===== config.mk =====
export PLATFORM = sky130hd
export DESIGN_NAME = msf_ctrl
export DESIGN_NICKNAME = d
export VERILOG_FILES = /design/src/rtl/msf_pkg.sv /design/src/rtl/msf_ctrl.sv
export SDC_FILE = /design/constraint.sdc
export NUM_CORES = 1
export LEC_CHECK = 0
export BUFFER_PORTS_ARGS = -buffer_cell sky130_fd_sc_hd__buf_2
export CAP_MARGIN = 20
export CORE_AREA = 2 2 39 41
export CTS_CLUSTER_DIAMETER = 50
export DETAILED_ROUTE_END_ITERATION = 10
export DIE_AREA = 0 0 41 43
export GPL_TIMING_DRIVEN = 0
export PLACE_DENSITY = 0.44
export SLEW_MARGIN = 20
export SYNTH_ARGS = -nofsm -noshare
export SYNTH_HDL_FRONTEND = slang
export SYNTH_SLANG_ARGS = --single-unit
export TNS_END_PERCENT = 5

===== constraint.sdc =====
create_clock -name clk -period 1.2 [get_ports clk]
set_input_delay 0.12 -clock clk [delete_from_list [all_inputs] [get_ports clk]]
set_output_delay 0.12 -clock clk [all_outputs]
set_load 0.005 [all_outputs]

===== src/rtl/msf_pkg.sv =====
// ----------------------------------------------------------------------------
// msf_pkg: shared types and codes for the message slot FIFO
// Word layouts of both channels, request and status codes, and the command
// and status groups that join the controller and the datapath.
// ----------------------------------------------------------------------------
package msf_pkg;

  localparam int LIMIT_W = 7;

  localparam logic [1:0] REQ_PUSH  = 2'd0;
  localparam logic [1:0] REQ_POP   = 2'd1;
  localparam logic [1:0] REQ_CLEAR = 2'd2;

  localparam logic [1:0] ST_PUSH_OK   = 2'd0;
  localparam logic [1:0] ST_PUSH_REJ  = 2'd1;
  localparam logic [1:0] ST_POP_DATA  = 2'd2;
  localparam logic [1:0] ST_EMPTY     = 2'd3;

  typedef struct packed {
    logic [1:0]         req_type;
    logic [7:0]         data_byte;
    logic               last_byte;
    logic [LIMIT_W-1:0] read_limit;
  } in_item_t;

  typedef struct packed {
    logic [1:0] status;
    logic [7:0] out_byte;
    logic       has_byte;
    logic       end_of_run;
  } out_item_t;

  typedef struct packed {
    logic push;
    logic clear;
    logic latch_pop;
    logic emit_empty;
    logic emit_blank;
    logic emit_byte;
    logic free_slot;
    logic advance;
  } ctrl_cmd_t;

  typedef struct packed {
    logic out_free;
    logic queue_empty;
    logic run_empty;
    logic run_last;
  } dp_status_t;

endpackage


===== src/rtl/msf_ctrl.sv =====
// ----------------------------------------------------------------------------
// msf_ctrl: request sequencer
// Takes request words, and steps a pop through the length read and the byte
// run, issuing commands to the datapath.
// ----------------------------------------------------------------------------
module msf_ctrl import msf_pkg::*; (
  input  logic       clk,
  input  logic       rst,
  input  logic       req_valid,
  input  logic [1:0] req_type,
  output logic       req_stall,
  input  dp_status_t st,
  output ctrl_cmd_t  cmd
);

  localparam logic [1:0] S_IDLE     = 2'd0;
  localparam logic [1:0] S_POP_LEN  = 2'd1;
  localparam logic [1:0] S_POP_DATA = 2'd2;

  logic [1:0] state;
  logic [1:0] state_next;
  logic       take;

  assign req_stall = ~((state == S_IDLE) & st.out_free);
  assign take      = req_valid & ~req_stall;

  always_comb begin
    cmd        = '0;
    state_next = state;
    unique case (state)
      S_IDLE: begin
        if (take) begin
          unique case (req_type)
            REQ_PUSH:  cmd.push = 1'b1;
            REQ_CLEAR: cmd.clear = 1'b1;
            REQ_POP: begin
              if (st.queue_empty) begin
                cmd.emit_empty = 1'b1;
              end else begin
                cmd.latch_pop = 1'b1;
                state_next    = S_POP_LEN;
              end
            end
            default: ;
          endcase
        end
      end
      // The stored length is valid now; the first byte is being read.
      S_POP_LEN: begin
        if (!st.run_empty) begin
          state_next = S_POP_DATA;
        end else if (st.out_free) begin
          cmd.emit_blank = 1'b1;
          cmd.free_slot  = 1'b1;
          state_next     = S_IDLE;
        end
      end
      S_POP_DATA: begin
        if (st.out_free) begin
          cmd.emit_byte = 1'b1;
          if (st.run_last) begin
            cmd.free_slot = 1'b1;
            state_next    = S_IDLE;
          end else begin
            cmd.advance = 1'b1;
          end
        end
      end
      default: state_next = S_IDLE;
    endcase
  end

  always_ff @(posedge clk) begin
    if (rst) begin
      state <= S_IDLE;
    end else begin
      state <= state_next;
    end
  end

endmodule


==> results.py, run 1 <==
metrics = {
    "floorplan": {
        "io_pins": 18,
        "start_util_pct": 18.4,
        "die-height_um": 43,
        "rows": 14,
        "core_area_um2": 1380,
        "fp.dieArea_um2": 1760,
        "die_x_um": 41,
    },
    "synth": {
        "syn-num-nets": 46,
        "postSynthAreaPerCell_um2": 7.70,
        "synth_area_um2": 254,
        "ys_ff_latch": 2,
        "yosysWarnings": 0,
        "yosysSeqAreaShare_pct": 15.8,
        "synth.distinct_cells": 19,
        "syn-instance-count": 33,
    },
    "sta": {
        "clock_skew_ns": 0.00428,
        "period_needed_ns": 1.36,
        "worst-slew-pin-transition_ns": 0.314,
        "drv_slew": 0,
        "setup_viol": 9,
        "tns_ns": -0.873,
        "fin_ws_ns": -0.157,
        "finalHoldViolations": 0,
        "fin_crit_sh_pct": 113,
        "rsz0062_at_grt": "true",
        "max_slew_margin_pct": 79.1,
        "fmax_ghz": 0.737,
    },
    "min_path": {
        "hold_path_class": "in2reg",
        "min_to": "state[0]$_SDFFE_PP0P_",
        "hold_path_depth": 3,
        "min-delay-start": "rst",
    },
    "setup_path": {
        "cp_cell_sequence": "inv_4 > ha_4 > nand3_4 > nor2_4 > and3_1 > buf_2",
        "worst_ep_arrival_time_ns": 1.24,
        "critPathRequiredTime_ns": 1.08,
        "critPathKind": "reg2out",
        "endpoint_kind": "output port",
        "r2r-end": "state[1]$_SDFFE_PP0P_",
        "slowest_delay_ns": 0.35,
        "path_max_fanout": 3,
        "startpoint_type": "flop",
        "path_buf_inv": 2,
        "worstReg2RegStart": "state[0]$_SDFFE_PP0P_",
        "r2r_slack_ns": -0.05,
        "slowest_stage": "dfxtp_4",
        "reg2reg_depth": 4,
        "crit_family": "flip-flops",
    },
    "cts": {
        "htreeDepth": 1,
        "root_buffer": "clkbuf_4",
        "cts_tree": "yes",
        "clock_latency_ns": 0.22,
        "path_clk_slew_ns": 0.03,
        "clockBufferDepth": 2,
        "cts_inserted_buffers": 3,
        "clock-sinks": 2,
    },
    "pwr": {
        "seqPwrFrac_pct": 20.3,
        "clkPwrFrac_pct": 25.6,
        "intPower_mw": 0.376,
        "power_frac_comb_pct": 54.2,
        "irDropWorstVdd_mv": 0.530,
        "power.leakage_nw": 0.211,
        "power.density_nw_per_um2": 1200,
        "p_sw_mw": 0.196,
        "switching_share_pct": 34.2,
    },
    "final_layout": {
        "n_fill_cell": 157,
        "largest-register": "state",
        "final_cells": 71,
        "regArea_um2": 45.0,
        "area_growth_pct": 86.7,
        "n_antenna_cell": 0,
        "fin_util_pct": 34.3,
        "final_nets": 70,
        "largest_reg_flops": 2,
        "drive_gt1_share_pct": 69.1,
        "multi_input_area_um2": 268,
        "final_common_cell": "buf_2",
        "fin_area_um2": 474,
        "mostFrequentLayoutCells": "buf_2 (16), nand2_1 (3), nor2_1 (3), clkbuf_4 (3)",
        "top_regs": "state x2",
    },
    "place": {
        "postPlaceCellArea_um2": 359,
        "place_inst": 66,
        "hpwl_um": 506,
        "gp_congestion": 0.642,
        "pre_cts_ws_ns": -0.146,
        "io_buffers": 17,
    },
    "routing": {
        "wl_um": 669,
        "ant_nets": 0,
        "wl_per_cell_um": 9.42,
        "dr.first_iter.drc_count": 2,
        "vias_per_cell": 4.25,
        "first_pass_iters": 2,
        "remaining_drc_errors": 0,
        "route.vias.total": 302,
    },
    "run_status": {
        "status": "finished, violations left",
        "violations": "negative setup slack",
    },
    "global_route": {
        "overflow": 0,
        "grt_pass1_vias": 263,
        "grtUsageTotal_pct": 8.91,
        "grt_pass1_wl_um": 1000,
        "grt_start_max_net_pins": 8,
        "antenna_found_initial": 0,
    },
    "flow_run": {
        "maxCapViolCount": 0,
    },
}
==> metal layers <==
layer,wire (um),up-vias,part of all wire [%],track usage [%]
li1,-,157,-,-
met1,282,131,42,7.96
met2,334,14,50,13.4
met3,52,0,7.8,4.71
met4,0,0,0,8.00
met5,0,-,0,0
==> area by class of cell <==
| class | count | share of cell area (%) |
|---|---|---|
| multi-input combinational | 29 | 56.5 |
| tap | 16 | 4.22 |
| clock buffer | 3 | 4.75 |
| sequential | 2 | 9.50 |
| inverter | 2 | 2.64 |
| timing repair buffer | 19 | 22.4 |
==> worst min-delay path, stage by stage <==
cell	delay, ns
buf_2	0.10
or2b_2	0.10
mux2i_1	0.05
==> worst max-delay path by stage <==
| stage | startpoint | to | slack (ns) | cells after the start |
|---|---|---|---|---|
| after floorplan | state[0]$_SDFFE_PP0P_ | state[0]$_SDFFE_PP0P_ | 0.006 | 4 |
| after global placement | state[0]$_SDFFE_PP0P_ | state[1]$_SDFFE_PP0P_ | -0.13 | 4 |
| after detailed placement | state[0]$_SDFFE_PP0P_ | state[1]$_SDFFE_PP0P_ | -0.15 | 4 |
| after CTS | state[0]$_SDFFE_PP0P_ | cmd[4] | -0.18 | 6 |
| after global routing | state[0]$_SDFFE_PP0P_ | cmd[1] | -0.23 | 6 |
| final | state[0]$_SDFFE_PP0P_ | cmd[4] | -0.16 | 6 |
==> through the flow <==
step / hold slack, ns / power [mW]
after floorplan: 0.270 / 0.239
after global placement: 0.437 / 0.307
after detailed placement: 0.436 / 0.308
after CTS: 0.185 / 0.578
after global routing: 0.224 / 0.637
final: 0.203 / 0.571
==> cells by family after synthesis <==
kind of cell / Yosys count / share of synthesized area, %
mux: 2 / 7.88
fa+ha+maj: 4 / 19.7
buf+inv: 2 / 2.96
flops: 2 / 15.8
simple gates: 21 / 45.8
compound gates: 2 / 7.88
==> synth_stat cells, drive strengths merged <==
| cell | number | area share [%] |
|---|---|---|
| a21oi | 1 | 2.0 |
| a221oi | 1 | 5.9 |
| and2 | 1 | 2.5 |
| and3 | 2 | 4.9 |
| dfxtp | 2 | 16 |
| ha | 4 | 20 |
| inv | 2 | 3.0 |
| mux2i | 2 | 7.9 |
| nand2 | 4 | 5.9 |
| nand2b | 1 | 2.5 |
| nand3 | 1 | 2.0 |
| nand4 | 1 | 2.5 |
| nor2 | 4 | 5.9 |
| nor2b | 2 | 4.9 |
| nor3 | 1 | 2.0 |
| nor3b | 1 | 3.0 |
| or2b | 2 | 6.4 |
| or3b | 1 | 3.4 |
==> power by group through the flow <==
stage	combinational, mW	sequential [mW]	clock, mW
after detailed placement	0.214	0.0940	0
after global placement	0.213	0.0935	0
after CTS	0.303	0.117	0.158
final	0.309	0.116	0.146
after global routing	0.354	0.119	0.165
after floorplan	0.148	0.0910	0
==> repair_timing <==
| action | 4_1_cts | 5_1_grt |
|---|---|---|
| buffers inserted | 2 | 0 |
| gates resized for setup | 20 | 1 |
| pin swaps | 5 | 4 |
| endpoints found under the setup margin | 10 | 10 |
| hold buffers | 0 | 0 |
No activity file was read; power rests on OpenSTA's default activity.
==> run 2, diff against run 1 <==
--- a/config.mk
+++ b/config.mk
@@ -13,6 +13,7 @@
 export DIE_AREA = 0 0 41 43
 export GPL_TIMING_DRIVEN = 0
 export PLACE_DENSITY = 0.44
+export SETUP_SLACK_MARGIN = 0.5
 export SLEW_MARGIN = 20
 export SYNTH_ARGS = -nofsm -noshare
 export SYNTH_HDL_FRONTEND = slang
==> run 2 against run 1 <==
Effect of this change: the flow still finishes with violations (negative setup slack); critical path depth unchanged; fmax fell by 3.2%; total power up 5.8%; clock-buffer cell count unchanged; worst hold slack lost 0.019 ns; combinational power rose by 7.4%; core utilization is 3.2 points higher; worst setup slack lost 0.044 ns; critical path type unchanged; largest cell class unchanged; largest power group unchanged; highest routed layer unchanged.
==> results.py, run 2 (synthesized netlist as in run 1, its figures left out) <==
metrics = {
    "run_status": {
        "status": "finished, violations left",
        "violations": "negative setup slack",
    },
    "sta": {
        "fin_ws_ns": -0.202,
        "rsz0062_at_grt": "true",
        "max_slew_margin_pct": 83.1,
        "finalHoldViolations": 0,
        "fin_crit_sh_pct": 117,
        "period_needed_ns": 1.40,
        "clock_skew_ns": 0.0120,
        "setup_viol": 9,
        "fmax_ghz": 0.713,
        "worst-slew-pin-transition_ns": 0.254,
        "drv_slew": 0,
    },
    "global_route": {
        "use_met1_pct": 8.60,
        "grt_use_met2_pct": 12.5,
        "antenna_found_initial": 0,
        "grt_pass1_vias": 260,
        "overflow": 0,
        "grt_start_max_net_pins": 8,
        "use_met3_pct": 3.66,
        "grtUsageTotal_pct": 8.31,
        "grt_pass1_wl_um": 952,
        "top_usage_layer": "met2",
    },
    "setup_path": {
        "worst_ep_arrival_time_ns": 1.28,
        "startpoint_type": "flop",
        "critPathRequiredTime_ns": 1.08,
        "critPathKind": "reg2out",
        "path_max_fanout": 3,
        "endpoint_kind": "output port",
        "worstReg2RegStart": "state[0]$_SDFFE_PP0P_",
        "startpoint": "state[0]$_SDFFE_PP0P_",
    },
    "final_layout": {
        "regArea_um2": 47.5,
        "largest_reg_flops": 2,
        "area_growth_pct": 104,
        "fin_area_um2": 518,
        "drive_gt1_share_pct": 70.4,
        "mostFrequentLayoutCells": "buf_2 (14), nand2_1 (4)",
        "largest-register": "state",
        "top_regs": "state x2",
        "final_cells": 70,
        "n_fill_cell": 148,
        "n_antenna_cell": 0,
        "multi_input_area_um2": 302,
        "final_nets": 69,
        "final_common_cell": "buf_2",
    },
    "min_path": {
        "min-delay-start": "rst",
        "hold_path_class": "in2reg",
    },
    "cts": {
        "htreeDepth": 1,
        "clockBufferDepth": 2,
        "clock-sinks": 2,
        "cts_inserted_buffers": 3,
        "cts_tree": "yes",
        "path_clk_slew_ns": 0.04,
        "root_buffer": "clkbuf_4",
        "clock_latency_ns": 0.23,
    },
    "flow_run": {
        "maxCapViolCount": 0,
    },
    "routing": {
        "remaining_drc_errors": 0,
        "route.vias.total": 301,
        "ant_nets": 0,
        "wl_um": 753,
        "vias_per_cell": 4.30,
        "first_pass_iters": 2,
        "wl_per_cell_um": 10.8,
        "dr.first_iter.drc_count": 2,
    },
    "floorplan": {
        "fp.dieArea_um2": 1760,
        "start_util_pct": 18.4,
        "io_pins": 18,
        "core_area_um2": 1380,
        "rows": 14,
        "die_x_um": 41,
        "die-height_um": 43,
    },
    "place": {
        "postPlaceCellArea_um2": 423,
        "hpwl_um": 506,
        "place_inst": 66,
        "io_buffers": 17,
        "gp_congestion": 0.587,
        "pre_cts_ws_ns": -0.0165,
    },
    "pwr": {
        "irDropWorstVdd_mv": 0.761,
        "power.density_nw_per_um2": 1170,
        "power.leakage_nw": 0.211,
    },
}
run 2: worst max-delay path, cell delays in order (launching register included):
cell and delay (ns):
dfxtp_4 0.35, inv_4 0.08, ha_4 0.14, nand3_4 0.09, nor2_4 0.11, and3_4 0.18, buf_6 0.09
run 2: path summary, 6_finish.rpt:
path | to | slack, ns | depth (start not counted)
worst min-delay path | state[0]$_SDFFE_PP0P_ | 0.18 | 3
worst min register to register | state[0]$_SDFFE_PP0P_ | 0.60 | 2
worst max-delay path | cmd[4] | -0.20 | 6
worst max register to register | state[1]$_SDFFE_PP0P_ | -0.12 | 5
run 2: area by class of cell:
type,count,area share [%]
Timing Repair Buffer,18,21.5
Sequential cell,2,9.18
Clock buffer,3,4.35
Multi-Input combinational cell,29,58.2
Tap cell,16,3.86
Inverter,2,2.90
run 2: where the power goes:
part           leakage [nW]  switching (mW)  internal (mW)
Clock                0.0138          0.0459          0.111
Sequential           0.0178          0.0258         0.0894
Combinational         0.180           0.143          0.189
run 2: routing by layer:
layer	vias to the layer above	share of wire [%]
met3	0	10
li1	155	-
met5	-	0
met1	129	42
met2	17	48
met4	0	0
run 2: through the flow:
stage	util (%)	hold slack (ns)	total power, mW	TNS [ns]
floorplan	-	0.270	0.331	0
global placement	30.6	0.420	0.408	-0.0341
detailed placement	30.6	0.427	0.403	-0.0478
CTS	34.9	0.184	0.609	-1.33
global route	37.4	0.208	0.654	-1.77
finish	37.4	0.184	0.604	-1.13
run 2: repair_timing:
item                       4_1_cts  5_1_grt
gates resized for setup          6        7
pin swaps                        6        4
buffers inserted                 1        0
setup endpoints to repair       11       11
hold buffers                     0        0
==> run 3, diff against run 2 <==
--- a/config.mk
+++ b/config.mk
@@ -14,6 +14,7 @@
 export GPL_TIMING_DRIVEN = 0
 export PLACE_DENSITY = 0.44
 export SETUP_SLACK_MARGIN = 0.5
+export SKIP_LAST_GASP = 1
 export SLEW_MARGIN = 20
 export SYNTH_ARGS = -nofsm -noshare
 export SYNTH_HDL_FRONTEND = slang
==> run 3 against run 2 <==
Effect of this change: the run still ends with negative setup slack left; wire length decreased by 7.6%; critical path depth rose by 1; sequential share of layout area rose by 0.37 points; final area fell by 3.9%; worst hold slack hardly changed; critical endpoint is now cmd[5]; highest routed layer unchanged.
==> results.py, run 3 (synthesized netlist as in run 1, its figures left out) <==
metrics = {
    "global_route": {
        "overflow": 0,
        "grt_pass1_wl_um": 931,
        "grtUsageTotal_pct": 8.01,
        "grt_start_max_net_pins": 8,
        "antenna_found_initial": 0,
        "grt_pass1_vias": 261,
    },
    "final_layout": {
        "largest-register": "state",
        "mostFrequentLayoutCells": "buf_2 (16), nand2_1 (4), nor2_1 (3), ha_4 (3), clkbuf_4 (3)",
        "n_antenna_cell": 0,
        "final_common_cell": "buf_2",
        "drive_gt1_share_pct": 68.5,
        "final_nets": 69,
        "top_regs": "state x2",
        "area_growth_pct": 96.1,
        "largest_reg_flops": 2,
    },
    "routing": {
        "route.vias.total": 294,
        "remaining_drc_errors": 0,
        "vias_per_cell": 4.20,
        "wl_um": 696,
        "first_pass_iters": 2,
        "wl_per_cell_um": 9.94,
        "ant_nets": 0,
        "dr.first_iter.drc_count": 2,
    },
    "floorplan": {
        "io_pins": 18,
        "rows": 14,
        "die_x_um": 41,
        "core_area_um2": 1380,
        "fp.dieArea_um2": 1760,
        "start_util_pct": 18.4,
        "die-height_um": 43,
    },
    "sta": {
        "finalHoldViolations": 0,
        "fin_ws_ns": -0.192,
        "drv_slew": 0,
        "fin_crit_sh_pct": 116,
        "rsz0062_at_grt": "true",
        "max_slew_margin_pct": 83.1,
        "tns_ns": -1.20,
        "setup_viol": 10,
        "clock_skew_ns": 0.0120,
        "worst-slew-pin-transition_ns": 0.253,
        "period_needed_ns": 1.39,
        "fmax_ghz": 0.718,
    },
    "cts": {
        "postCtsHoldBufs": 0,
        "clockBufferDepth": 2,
        "cts_tree": "yes",
        "clock-sinks": 2,
        "cts_inserted_buffers": 3,
        "clock_latency_ns": 0.23,
        "path_clk_slew_ns": 0.04,
        "htreeDepth": 1,
        "root_buffer": "clkbuf_4",
    },
    "setup_path": {
        "critPathRequiredTime_ns": 1.08,
        "startpoint_type": "flop",
        "worst_ep_arrival_time_ns": 1.27,
        "critPathKind": "reg2out",
        "endpoint_kind": "output port",
        "path_max_fanout": 3,
        "r2r_slack_ns": -0.14,
    },
    "pwr": {
        "power.leakage_nw": 0.210,
        "power_mw": 0.603,
        "irDropWorstVdd_mv": 0.763,
        "power.density_nw_per_um2": 1210,
    },
    "flow_run": {
        "maxCapViolCount": 0,
    },
    "run_status": {
        "status": "finished, violations left",
        "violations": "negative setup slack",
    },
    "place": {
        "gp_congestion": 0.587,
        "io_buffers": 17,
        "pre_cts_ws_ns": -0.0165,
        "hpwl_um": 506,
    },
    "min_path": {
        "hold_path_class": "in2reg",
    },
}
==> run 3: cell counts in the layout (fill, tap and decap cells not counted) <==
No cell type changed its count.
==> run 3: worst paths after layout <==
| kind | start | end | cells past startpoint |
|---|---|---|---|
| max | state[0]$_SDFFE_PP0P_ | cmd[5] | 7 |
| min | rst | state[0]$_SDFFE_PP0P_ | 3 |
| max reg2reg | state[0]$_SDFFE_PP0P_ | state[1]$_SDFFE_PP0P_ | 5 |
| min reg2reg | state[0]$_SDFFE_PP0P_ | state[0]$_SDFFE_PP0P_ | 2 |
==> run 3: cell type report <==
class | instances | area, um^2
multi-input combinational | 29 | 294
fill | 147 | 886
clock buffer | 3 | 22.5
tap | 16 | 20.0
sequential | 2 | 47.5
timing repair buffer | 18 | 98.8
inverter | 2 | 15.0
==> run 3: what timing repair did <==
action,in CTS,in global routing
cloned,0,0
endpoints found under the setup margin,11,11
pin swaps,4,3
resized for setup,5,5
setup buffers,1,0
==> run 3: per-stage QoR <==
| step | utilization [%] | instance area, um^2 | hold WS (ns) | instances |
|---|---|---|---|---|
| CTS | 34.4 | 477 | 0.184 | 70 |
| global placement | 30.6 | 423 | 0.420 | 66 |
| finish | 36.0 | 498 | 0.184 | 70 |
| detailed placement | 30.6 | 423 | 0.427 | 66 |
| global route | 36.0 | 498 | 0.208 | 70 |
| floorplan | - | 318 | 0.270 | 33 |
==> run 3: report_power, final <==
part | switching [mW] | internal, mW
Sequential | 0.0257 | 0.0894
Combinational | 0.143 | 0.188
Clock | 0.0458 | 0.111
==> run 3: metal layers <==
metal | wire [um] | track usage [%] | up-vias
met5 | 0 | 0 | -
met2 | 282 | 11.6 | 17
li1 | - | - | 155
met4 | 0 | 6.00 | 0
met1 | 313 | 8.60 | 122
met3 | 100 | 3.66 | 0
==> run 3: critical path: stages (launching register included) <==
cell and delay, ns:
dfxtp_4 0.35, inv_4 0.08, ha_4 0.15, nand3_4 0.09
nor2_4 0.09, nand2_1 0.05, nor2_1 0.10, buf_2 0.12
